==> config.mk <==
export PLATFORM = sky130hd
export DESIGN_NAME = ctc_greedy_span_decoder
export DESIGN_NICKNAME = d
export VERILOG_FILES = /design/src/rtl/core/ctcgsd_pkg.sv /design/src/rtl/core/ctcgsd_front.sv /design/src/rtl/core/ctcgsd_queue.sv /design/src/rtl/core/ctcgsd_back.sv /design/src/rtl/core/ctc_greedy_span_decoder.sv
export SDC_FILE = /design/constraint.sdc
export NUM_CORES = 1
export LEC_CHECK = 0
export BUFFER_PORTS_ARGS = -buffer_cell sky130_fd_sc_hd__buf_4
export CAP_MARGIN = 15
export CORE_ASPECT_RATIO = 0.75
export CORE_UTILIZATION = 45
export DETAILED_ROUTE_END_ITERATION = 8
export PLACE_DENSITY = 0.6
export SYNTH_ARGS = -nofsm -noshare
export SYNTH_HDL_FRONTEND = slang
export SYNTH_SLANG_ARGS = --single-unit
==> constraint.sdc <==
create_clock -name i_clk -period 11.7 [get_ports i_clk]
set_input_delay 2.34 -clock i_clk [delete_from_list [all_inputs] [get_ports i_clk]]
set_output_delay 2.34 -clock i_clk [all_outputs]
set_load 0.1 [all_outputs]
==> src/rtl/core/ctcgsd_pkg.sv <==
package ctcgsd_pkg;

    // register indexes on the configuration port
    localparam int unsigned REG_VOCAB_SIZE = 0;
    localparam int unsigned REG_BLANK_ID   = 1;

    localparam int unsigned VOCAB_RESET = 1025;
    localparam int unsigned BLANK_RESET = 1024;

    // frame record index is wide enough for any vocabulary up to 65536 entries
    localparam int unsigned IDX_W       = 16;
    localparam int unsigned QUEUE_DEPTH = 4;
    localparam int unsigned QPTR_W      = $clog2(QUEUE_DEPTH);

    typedef struct packed {
        logic signed [15:0] score;
        logic               end_of_sequence;
    } t_in_item;

    typedef struct packed {
        logic        [11:0] token_id;
        logic        [15:0] start_frame;
        logic        [15:0] stop_frame;
        logic signed [15:0] span_score;
        logic               has_token;
        logic               sequence_done;
        logic               last;
    } t_out_item;

    // one finished frame, handed from the argmax front to the span back
    typedef struct packed {
        logic [IDX_W-1:0]   best_index;
        logic signed [15:0] best_score;
        logic               eos;
    } t_frame_rec;

endpackage

==> src/rtl/core/ctcgsd_front.sv <==
module ctcgsd_front #(
    parameter int unsigned MAX_VOCAB = 4096
) (
    input  logic                   i_clk,
    input  logic                   i_rst_n,
    input  logic                   i_valid,
    output logic                   o_stall,
    input  ctcgsd_pkg::t_in_item   i_item,
    input  logic [12:0]            i_vocab_size,
    input  logic                   i_full,
    output logic                   o_push,
    output ctcgsd_pkg::t_frame_rec o_rec
);
    import ctcgsd_pkg::*;

    localparam int unsigned EW = $clog2(MAX_VOCAB);
    localparam int unsigned VW = $clog2(MAX_VOCAB + 1);

    logic [EW-1:0]      r_elem;
    logic signed [15:0] r_best_score;
    logic [EW-1:0]      r_best_idx;

    logic [VW-1:0]      vs_eff;
    logic               accept;
    logic               take;
    logic               frame_end;
    logic signed [15:0] n_best_score;
    logic [EW-1:0]      n_best_idx;

    always_comb begin
        // zero counts as one score per frame, oversize saturates
        if (i_vocab_size == 13'd0) begin
            vs_eff = VW'(1);
        end else if (32'(i_vocab_size) > MAX_VOCAB) begin
            vs_eff = VW'(MAX_VOCAB);
        end else begin
            vs_eff = VW'(i_vocab_size);
        end
        accept       = i_valid && !i_full;
        take         = (r_elem == '0) || (i_item.score > r_best_score);
        n_best_score = take ? i_item.score : r_best_score;
        n_best_idx   = take ? r_elem : r_best_idx;
        frame_end    = (32'(r_elem) + 32'd1) >= 32'(vs_eff);
    end

    assign o_stall = i_full;
    assign o_push  = accept && frame_end;
    assign o_rec   = '{best_index: IDX_W'(n_best_idx),
                       best_score: n_best_score,
                       eos:        i_item.end_of_sequence};

    always_ff @(posedge i_clk) begin
        if (!i_rst_n) begin
            r_elem       <= '0;
            r_best_score <= '0;
            r_best_idx   <= '0;
        end else if (accept) begin
            r_best_score <= n_best_score;
            r_best_idx   <= n_best_idx;
            r_elem       <= frame_end ? '0 : r_elem + 1'b1;
        end
    end

endmodule

==> src/rtl/core/ctcgsd_queue.sv <==
module ctcgsd_queue (
    input  logic                   i_clk,
    input  logic                   i_rst_n,
    input  logic                   i_push,
    input  ctcgsd_pkg::t_frame_rec i_rec,
    output logic                   o_full,
    input  logic                   i_pop,
    output logic                   o_not_empty,
    output ctcgsd_pkg::t_frame_rec o_rec
);
    import ctcgsd_pkg::*;

    t_frame_rec        r_mem [QUEUE_DEPTH];
    logic [QPTR_W-1:0] r_wr;
    logic [QPTR_W-1:0] r_rd;
    logic [QPTR_W:0]   r_count;

    assign o_full      = r_count == (QPTR_W + 1)'(QUEUE_DEPTH);
    assign o_not_empty = r_count != '0;
    assign o_rec       = r_mem[r_rd];

    always_ff @(posedge i_clk) begin
        if (i_push) begin
            r_mem[r_wr] <= i_rec;
        end
    end

    always_ff @(posedge i_clk) begin
        if (!i_rst_n) begin
            r_wr    <= '0;
            r_rd    <= '0;
            r_count <= '0;
        end else begin
            if (i_push) begin
                r_wr <= r_wr + 1'b1;
            end
            if (i_pop) begin
                r_rd <= r_rd + 1'b1;
            end
            if (i_push && !i_pop) begin
                r_count <= r_count + 1'b1;
            end else if (i_pop && !i_push) begin
                r_count <= r_count - 1'b1;
            end
        end
    end

    a_no_overflow: assert property (@(posedge i_clk) disable iff (!i_rst_n)
        r_count <= (QPTR_W + 1)'(QUEUE_DEPTH))
        else $error("queue count above depth");

    a_pop_nonempty: assert property (@(posedge i_clk) disable iff (!i_rst_n)
        i_pop |-> r_count != '0)
        else $error("pop from empty queue");

endmodule

==> src/rtl/core/ctcgsd_back.sv <==
module ctcgsd_back #(
    parameter int unsigned MAX_FRAMES = 65536
) (
    input  logic                   i_clk,
    input  logic                   i_rst_n,
    input  logic                   i_not_empty,
    input  ctcgsd_pkg::t_frame_rec i_rec,
    output logic                   o_pop,
    input  logic [11:0]            i_blank_id,
    output logic                   o_valid,
    input  logic                   i_stall,
    output ctcgsd_pkg::t_out_item  o_item
);
    import ctcgsd_pkg::*;

    localparam int unsigned FW = $clog2(MAX_FRAMES);

    logic [FW-1:0]      r_t;
    logic [IDX_W-1:0]   r_prev_sym;
    logic               r_prev_valid;
    logic [IDX_W-1:0]   r_open_tok;
    logic [FW-1:0]      r_open_start;
    logic signed [15:0] r_open_score;
    logic               r_span_open;
    logic               r_ov;
    t_out_item          r_out;
    logic               r_pv;
    t_out_item          r_pend;

    logic               out_free;
    logic               change;
    logic               is_blank;
    logic               close;
    logic               n_open;
    logic [IDX_W-1:0]   n_tok;
    logic [FW-1:0]      n_start;
    logic signed [15:0] n_score;
    logic [FW-1:0]      t_next;
    logic [FW-1:0]      t_prev;
    t_out_item          res_close;
    t_out_item          res_eos;

    always_comb begin
        out_free = !r_ov || !i_stall;
        change   = !(r_prev_valid && (i_rec.best_index == r_prev_sym));
        is_blank = i_rec.best_index == IDX_W'(i_blank_id);
        close    = change && r_span_open;
        n_open   = change ? !is_blank : r_span_open;
        if (change && !is_blank) begin
            n_tok   = i_rec.best_index;
            n_start = r_t;
            n_score = i_rec.best_score;
        end else begin
            n_tok   = r_open_tok;
            n_start = r_open_start;
            n_score = r_open_score;
        end
        t_next = (r_t == FW'(MAX_FRAMES - 1)) ? '0 : r_t + 1'b1;
        t_prev = (r_t == '0) ? FW'(MAX_FRAMES - 1) : r_t - 1'b1;

        res_close = '{token_id:      12'(r_open_tok),
                      start_frame:   16'(r_open_start),
                      stop_frame:    16'(t_prev),
                      span_score:    r_open_score,
                      has_token:     1'b1,
                      sequence_done: 1'b0,
                      last:          !i_rec.eos};
        if (n_open) begin
            res_eos = '{token_id:      12'(n_tok),
                        start_frame:   16'(n_start),
                        stop_frame:    16'(r_t),
                        span_score:    n_score,
                        has_token:     1'b1,
                        sequence_done: 1'b1,
                        last:          1'b1};
        end else begin
            res_eos               = '0;
            res_eos.sequence_done = 1'b1;
            res_eos.last          = 1'b1;
        end
    end

    // a second result waits in the pending slot and blocks further pops
    assign o_pop   = out_free && !r_pv && i_not_empty;
    assign o_valid = r_ov;
    assign o_item  = r_out;

    always_ff @(posedge i_clk) begin
        if (!i_rst_n) begin
            r_t          <= '0;
            r_prev_sym   <= '0;
            r_prev_valid <= 1'b0;
            r_open_tok   <= '0;
            r_open_start <= '0;
            r_open_score <= '0;
            r_span_open  <= 1'b0;
            r_ov         <= 1'b0;
            r_pv         <= 1'b0;
        end else begin
            if (out_free && r_pv) begin
                r_out <= r_pend;
                r_ov  <= 1'b1;
                r_pv  <= 1'b0;
            end else if (o_pop) begin
                r_ov <= i_rec.eos || close;
                if (i_rec.eos) begin
                    if (close) begin
                        r_out  <= res_close;
                        r_pend <= res_eos;
                        r_pv   <= 1'b1;
                    end else begin
                        r_out <= res_eos;
                    end
                    r_t          <= '0;
                    r_prev_sym   <= '0;
                    r_prev_valid <= 1'b0;
                    r_open_tok   <= '0;
                    r_open_start <= '0;
                    r_open_score <= '0;
                    r_span_open  <= 1'b0;
                end else begin
                    if (close) begin
                        r_out <= res_close;
                    end
                    r_t          <= t_next;
                    r_prev_sym   <= i_rec.best_index;
                    r_prev_valid <= 1'b1;
                    r_open_tok   <= n_tok;
                    r_open_start <= n_start;
                    r_open_score <= n_score;
                    r_span_open  <= n_open;
                end
            end else if (out_free) begin
                r_ov <= 1'b0;
            end
        end
    end

    a_pend_behind_out: assert property (@(posedge i_clk) disable iff (!i_rst_n)
        r_pv |-> r_ov)
        else $error("pending result without a result in the output register");

    a_pend_is_end: assert property (@(posedge i_clk) disable iff (!i_rst_n)
        r_pv |-> (r_pend.sequence_done && r_pend.last))
        else $error("pending result is not the sequence end");

    a_marker_ends: assert property (@(posedge i_clk) disable iff (!i_rst_n)
        (r_ov && !r_out.has_token) |-> (r_out.sequence_done && r_out.last))
        else $error("empty marker that does not end the sequence");

endmodule

==> src/rtl/core/ctc_greedy_span_decoder.sv <==
// a frame's first result passes the frame queue and is then registered at the output;
// a second result (span close plus sequence end) waits in the pending slot behind it
// throughput: one score per cycle; the argmax front and the span back are split by a
// four-entry frame queue, so the input only stalls when that queue fills
// reset: synchronous active low; counters, span state and queue clear, registers reload
module ctc_greedy_span_decoder #(
    parameter int unsigned MAX_VOCAB  = 4096,
    parameter int unsigned MAX_FRAMES = 65536
) (
    input  logic                  i_clk,
    input  logic                  i_rst_n,
    input  logic                  i_in_valid,
    output logic                  o_in_stall,
    input  ctcgsd_pkg::t_in_item  i_in_data,
    output logic                  o_out_valid,
    input  logic                  i_out_stall,
    output ctcgsd_pkg::t_out_item o_out_data,
    input  logic                  psel,
    input  logic                  penable,
    input  logic                  pwrite,
    input  logic [2:0]            paddr,
    input  logic [31:0]           pwdata,
    output logic [31:0]           prdata,
    output logic                  pready
);
    import ctcgsd_pkg::*;

    logic [12:0] r_vocab_size;
    logic [11:0] r_blank_id;
    logic        wr_en;
    logic        reg_sel;

    logic        q_full;
    logic        q_push;
    logic        q_pop;
    logic        q_not_empty;
    t_frame_rec  rec_in;
    t_frame_rec  rec_out;

    assign pready  = 1'b1;
    assign reg_sel = paddr[2];
    assign wr_en   = psel && penable && pwrite;

    always_ff @(posedge i_clk) begin
        if (!i_rst_n) begin
            r_vocab_size <= 13'(VOCAB_RESET);
            r_blank_id   <= 12'(BLANK_RESET);
        end else if (wr_en) begin
            if (reg_sel == 1'(REG_VOCAB_SIZE)) begin
                r_vocab_size <= pwdata[12:0];
            end else begin
                r_blank_id <= pwdata[11:0];
            end
        end
    end

    always_comb begin
        // unaligned reads return zero
        if (paddr[1:0] != 2'b00) begin
            prdata = '0;
        end else if (reg_sel == 1'(REG_VOCAB_SIZE)) begin
            prdata = 32'(r_vocab_size);
        end else begin
            prdata = 32'(r_blank_id);
        end
    end

    ctcgsd_front #(
        .MAX_VOCAB(MAX_VOCAB)
    ) u_front (
        .i_clk       (i_clk),
        .i_rst_n     (i_rst_n),
        .i_valid     (i_in_valid),
        .o_stall     (o_in_stall),
        .i_item      (i_in_data),
        .i_vocab_size(r_vocab_size),
        .i_full      (q_full),
        .o_push      (q_push),
        .o_rec       (rec_in)
    );

    ctcgsd_queue u_queue (
        .i_clk      (i_clk),
        .i_rst_n    (i_rst_n),
        .i_push     (q_push),
        .i_rec      (rec_in),
        .o_full     (q_full),
        .i_pop      (q_pop),
        .o_not_empty(q_not_empty),
        .o_rec      (rec_out)
    );

    ctcgsd_back #(
        .MAX_FRAMES(MAX_FRAMES)
    ) u_back (
        .i_clk      (i_clk),
        .i_rst_n    (i_rst_n),
        .i_not_empty(q_not_empty),
        .i_rec      (rec_out),
        .o_pop      (q_pop),
        .i_blank_id (r_blank_id),
        .o_valid    (o_out_valid),
        .i_stall    (i_out_stall),
        .o_item     (o_out_data)
    );

endmodule
---- Word level (Yosys, flattened, before mapping) ----
Memories as Yosys holds them, arrays and structs flattened. A register that Yosys moved wholly into a read port is not among the register bits.
Index checks and enable logic that the tools add are counted.
storage, ports and cells
  word-level logic and storage cells ...... 125
  bits in writable memories ............... 116
  memories kept ........................... 1
  register bits after elaboration ......... 278
memories
  name           words  bits a word  rd ports  clocked after Yosys merged registers in  wr ports  RTL line            source
  u_queue.r_mem  4      29           1         1                                        1         ctcgsd_queue.sv:13  t_frame_rec r_mem [QUEUE_DEPTH];
operators by class
  multiplexer cells ....................... 35
  equal/unequal tests ..................... 4
  $lt $le $gt $ge ......................... 3
  reduce and logical (&&, ||, !) cells .... 40
  bitwise operators ....................... 3
  $add $sub $neg .......................... 8
operator list
  cell                   number
  $mux 63                6
  $mux 16                9
  $mux 13                4
  $mux 12                4
  $ge 32x13->1           1
  $add 16x1->16 const B  1
  $eq 16x12->1           1
  $eq 16x16->1           1
  $eq 16x16->1 const B   1
  $gt 16x16->1           1
  $logic_not 16->1       1
  $sub 16x1->16 const B  1
  $add 12x1->13 const B  1
  $gt 13x13->1 const B   1
  $logic_not 13->1       1
  $add 12x1->12 const B  1
  $logic_and 1x1->1      12
  $logic_not 12->1       1
  $logic_not 1->1        9
  $reduce_bool 3->1      3
  $mux 1                 8
  $mux 3                 2
  $reduce_and 2->1       3
  $reduce_and 3->1       2
  10 further kinds       18

---- Depth between registers and ports, before layout ----
  depth in word-level cells ............... 10
  depth in mapped cells ................... 21
  mapped depth without buffers ............ 20

---- Hierarchy ----
From an unflattened synthesis, not the netlist that was laid out.
second synthesis, totals
  cells, all modules ...................... 1591
  area, all modules ....................... 19271.0 um^2
modules (own cells, without submodules)
  module                   sequential area each (um^2)  cells an instance  area an instance (um^2)  instances
  ctcgsd_back              5325.1                       843                9350.2                   1
  ctcgsd_queue             4144.0                       216                5255.0                   1
  ctcgsd_front             800.8                        381                3318.2                   1
  ctc_greedy_span_decoder  500.5                        151                1347.5                   1

---- Worst setup path before layout ----
No wires, ideal clock.
  kind .................................... input-to-reg
  start ................................... input i_out_stall
  end ..................................... register u_back.r_pend[10] in the netlist's numbering (enable)
  stages on the path ...................... 6
  data required time ...................... 11069 ps
  setup slack ............................. 2130 ps
  buffers on the path ..................... 2
  arrival time ............................ 8940 ps
  cell sequence ........................... a21oi_1 -> o31a_1 -> clkbuf_1 -> inv_1 -> clkbuf_1 -> nor4_1
between the ends
  cells in the longest elaborated chain, start to end .. 5
  elaborated cells between the ends (all ways) .. 7
  those cells by class .................... bitwise: 1; reduce/logical: 6
RTL lines
  element                                         RTL line                               source
  start, declared                                 ctc_greedy_span_decoder.sv:16          input logic i_out_stall,
  $logic_not 1->1 (*)                             ctcgsd_back.sv:44                      out_free = !r_ov || !i_stall;
  $logic_or 1x1->1 (*)                            ctcgsd_back.sv:44
  $logic_and 1x1->1, on equally long branches     ctcgsd_back.sv:84, ctcgsd_back.sv:100
  $logic_and 1x1->1 or $not 1->1 (tied branches)  -
  $reduce_and 5->1 (no line) (*)                  -
  end signal, assigned                            ctcgsd_back.sv:109                     r_pend <= res_eos;
  end, declared                                   ctcgsd_back.sv:28                      t_out_item r_pend;
Every way passes the cells marked *; elsewhere a longest branch is shown, timed or not.
A chain may end at the register's enable or synchronous reset.

---- Worst setup path in the final report ----
  start ................................... input paddr[1]
  end ..................................... output prdata[8]
between the ends
  cells in the longest elaborated chain, start to end .. 2
RTL lines
  element            RTL line                       source
  start, declared    ctc_greedy_span_decoder.sv:21  input logic [2:0] paddr,
  $reduce_bool 2->1  ctc_greedy_span_decoder.sv:59  if (paddr[1:0] != 2'b00) begin
  $mux 13            ctc_greedy_span_decoder.sv:59
  end, declared      ctc_greedy_span_decoder.sv:23  output logic [31:0] prdata,
No other way between the ends.

==> metrics <==
CTS tree built; Inserted Clock Buffers 40; Leak slightly below 0.008 uW; post-synthesis sequential area ratio approximately three fifths; Post-synth EDFFs between 200 and 250; Root Buffer clkbuf_16; Max Slew Vio Count 0; Synth Warn # 0; Max VDD drop 106 uV; num ports ~160; Total Wirelength about 42 mm; vias in the first global route 11200; Tcrit/Tclk final between 40% and 50%; Rows 62; H-Tree Depth 2; CORE AREA roughly 38000 um2; Int Pwr a little under 3000 uW; post-cts gate resize count 0; Synth Instances between 1000 and 1500; Die Area around 40000 um2; GRT overflow 0; combinational power share between 30% and 40%; post-DR wirelength/cell approximately 20 um; Async SR Flop Fraction 0%; Antenna Nets Post-Route 0; die width about 230 um; Reg power frac 37.0%; Post-CTS Setup Bufs 0; Yosys cell types 64; Final Setup Violations 0; Reg clk slew, reported paths roughly 60 ps; main flop type after synthesis edfxtp_1; Final WS setup between 5000 and 6000 ps; Total Routing Usage GR a little over a fifth; violated checks DRC; fraction of layout cells with a size suffix above 1 a little under a fifth; CP Capture Type primary output; Yosys reg bits just under 400; vias per cell 5.60; Die Span Y about 170 um; port bufs between 100 and 150; relative slew slack 22.9%; pin count of the biggest net entering global routing 65; fmax ~0.17 GHz; fin util ~53%; fin crit period between 5000 and 6000 ps; top cells by area, synth edfxtp_1 (41%), dfxtp_1 (17%), mux2i_1 (3.7%); Synth top cells by count edfxtp_1 (240), dfxtp_1 (150), nand2_1 (137); Post-Place Setup Slack slightly below 6000 ps; CTS Buffer Depth 3; DRT iter0 DRCs 1026; clk sink count just under 400; power consumption approximately 4800 uW; CP Max Fanout 13; RSZ-0062 raised after global routing false; P_sw roughly 1800 uW; Clock power frac roughly 28%; total number of vias around 12000; Yosys top cell area share about two fifths; antenna violations before repair 0; Sw Ratio 37.9%; Netlist Area Pre-Place between 15000 and 20000 um2; Initial Utilization 45.6%; Area growth syn-to-layout 15.2%; leading area contributor after synthesis edfxtp_1; first-pass GRT wire length ~64 mm; P per Cell Area around 240 nW/um2; Hold Path Class reg -> reg; Final #Nets 1645; critical path required time ~9400 ps; Syn Area/Cell 11.9 um2; Max Cap Viol 0; Setup CP Type in -> out; transition time of the tightest slew-check pin approximately 1100 ps; insertion delay to the later sink of the worst-skew pair between 500 and 600 ps; DRC violations left 2; Final Hold Viols 0; top-count cell post-synth edfxtp_1; minimum hold slack approximately 460 ps; status finished, violations left; DP Wirelength ~26 mm; Worst EP arrival ~3400 ps; CTS Hold Bufs 0; Startpoint Class primary input; clock skew roughly 25 ps; first drt pass iteration count 8; Fin Setup TNS 0 ps; gpl congestion ~0.81
path summary, 6_finish.rpt:
path                         start                    end  slack (ps)  cells after the start
max                       paddr[1]              prdata[8]        5950                      4
min          u_back.r_prev_sym[10]  u_back.r_prev_sym[10]         460                      2
max reg2reg              flip-flop      u_back.r_pend[27]        6860                      8
min reg2reg  u_back.r_prev_sym[10]  u_back.r_prev_sym[10]         460                      2
cells in the final DEF (no fill, tap or decap), drive strengths merged, types with 3 or more instances in the layout:
cell | synthesis | layout
a21o | 8 | 8
a21oi | 73 | 73
a221o | 14 | 14
a222oi | 32 | 32
a22o | 42 | 42
a22oi | 14 | 14
a31o | 3 | 3
a31oi | 9 | 9
and2 | 38 | 38
and3 | 9 | 9
buf | 41 | 140
bufinv | 0 | 4
clkbuf | 81 | 64
clkinv | 0 | 4
conb | 2 | 20
dfxtp | 150 | 150
edfxtp | 240 | 240
ha | 38 | 38
inv | 67 | 67
mux2 | 44 | 44
mux2i | 64 | 64
mux4 | 28 | 28
nand2 | 137 | 137
nand2b | 7 | 7
nand3 | 36 | 36
nand4 | 11 | 11
nor2 | 105 | 105
nor2b | 8 | 8
nor3 | 18 | 18
nor3b | 7 | 7
nor4 | 9 | 9
o21a | 4 | 4
o21ai | 49 | 49
or3 | 6 | 6
or4 | 3 | 3
xnor2 | 36 | 36
xor2 | 8 | 8
critical path, stage by stage:
cell    delay [ps]
buf_4          100
or2_2          410
nor2_1         220
buf_4          330
layer usage:
metal / part of all wire (%) / vias to the layer above / GRT usage [%]
met5: 0 / - / 0
met3: 5.7 / 55 / 3.55
li1: - / 5510 / -
met2: 45 / 356 / 32.5
met1: 48 / 5793 / 30.7
met4: 1.7 / 0 / 5.10
cell families after synthesis:
logic type / synth area share (%)
adders and majority gates: 2.84
other: 0.0431
DFF: 58.6
buffers and inverters: 4.60
and+or+nand+nor: 10.8
AOI/OAI and AO/OA: 10.8
muxes: 10.1
xor gates and xnor gates: 2.21
registers in the layout, indices dropped and copies added, names as in the netlist, named ones only:
name,flops
u_front.r_best_score,16
u_back.r_prev_sym,12
u_back.o_valid,1
u_back.r_open_tok,12
u_back.r_open_score,16
u_back.r_prev_valid,1
u_queue.r_count,3
u_front.r_elem,12
r_blank_id,12
u_back.r_pend,61
u_queue.r_wr,2
u_back.r_t,16
u_back.o_item,63
u_queue.r_rd,2
u_back.r_span_open,1
u_queue.r_mem,116
u_front.r_best_idx,12
u_back.r_open_start,16
r_vocab_size,13
u_back.r_pv,1
stage by stage:
step | instance area [um2] | cells
final | 20100 | 2090
after CTS | 20100 | 2088
after global placement | 18700 | 2016
after global routing | 20100 | 2089
after floorplan | 17500 | 1487
after detailed placement | 18700 | 2016
power groups by stage:
stage	sequential [uW]	combinational [uW]	clock [uW]
2_1_floorplan	2250	818	0
3_3_place_gp	1800	1670	0
3_5_place_dp	1800	1690	0
4_1_cts	1780	1690	1370
5_1_grt	1800	1800	1420
6_report	1780	1680	1340
layout make-up:
type | count | area, um2
fill | 3315 | 18200
clock inverter | 8 | 143
clock buffer | 64 | 1250
inverter | 67 | 251
sequential | 390 | 10200
timing repair buffer | 140 | 1050
multi-input combinational | 908 | 6540
antenna | 1 | 2.50
tap | 512 | 641
Power figures use the tool's default switching activity.
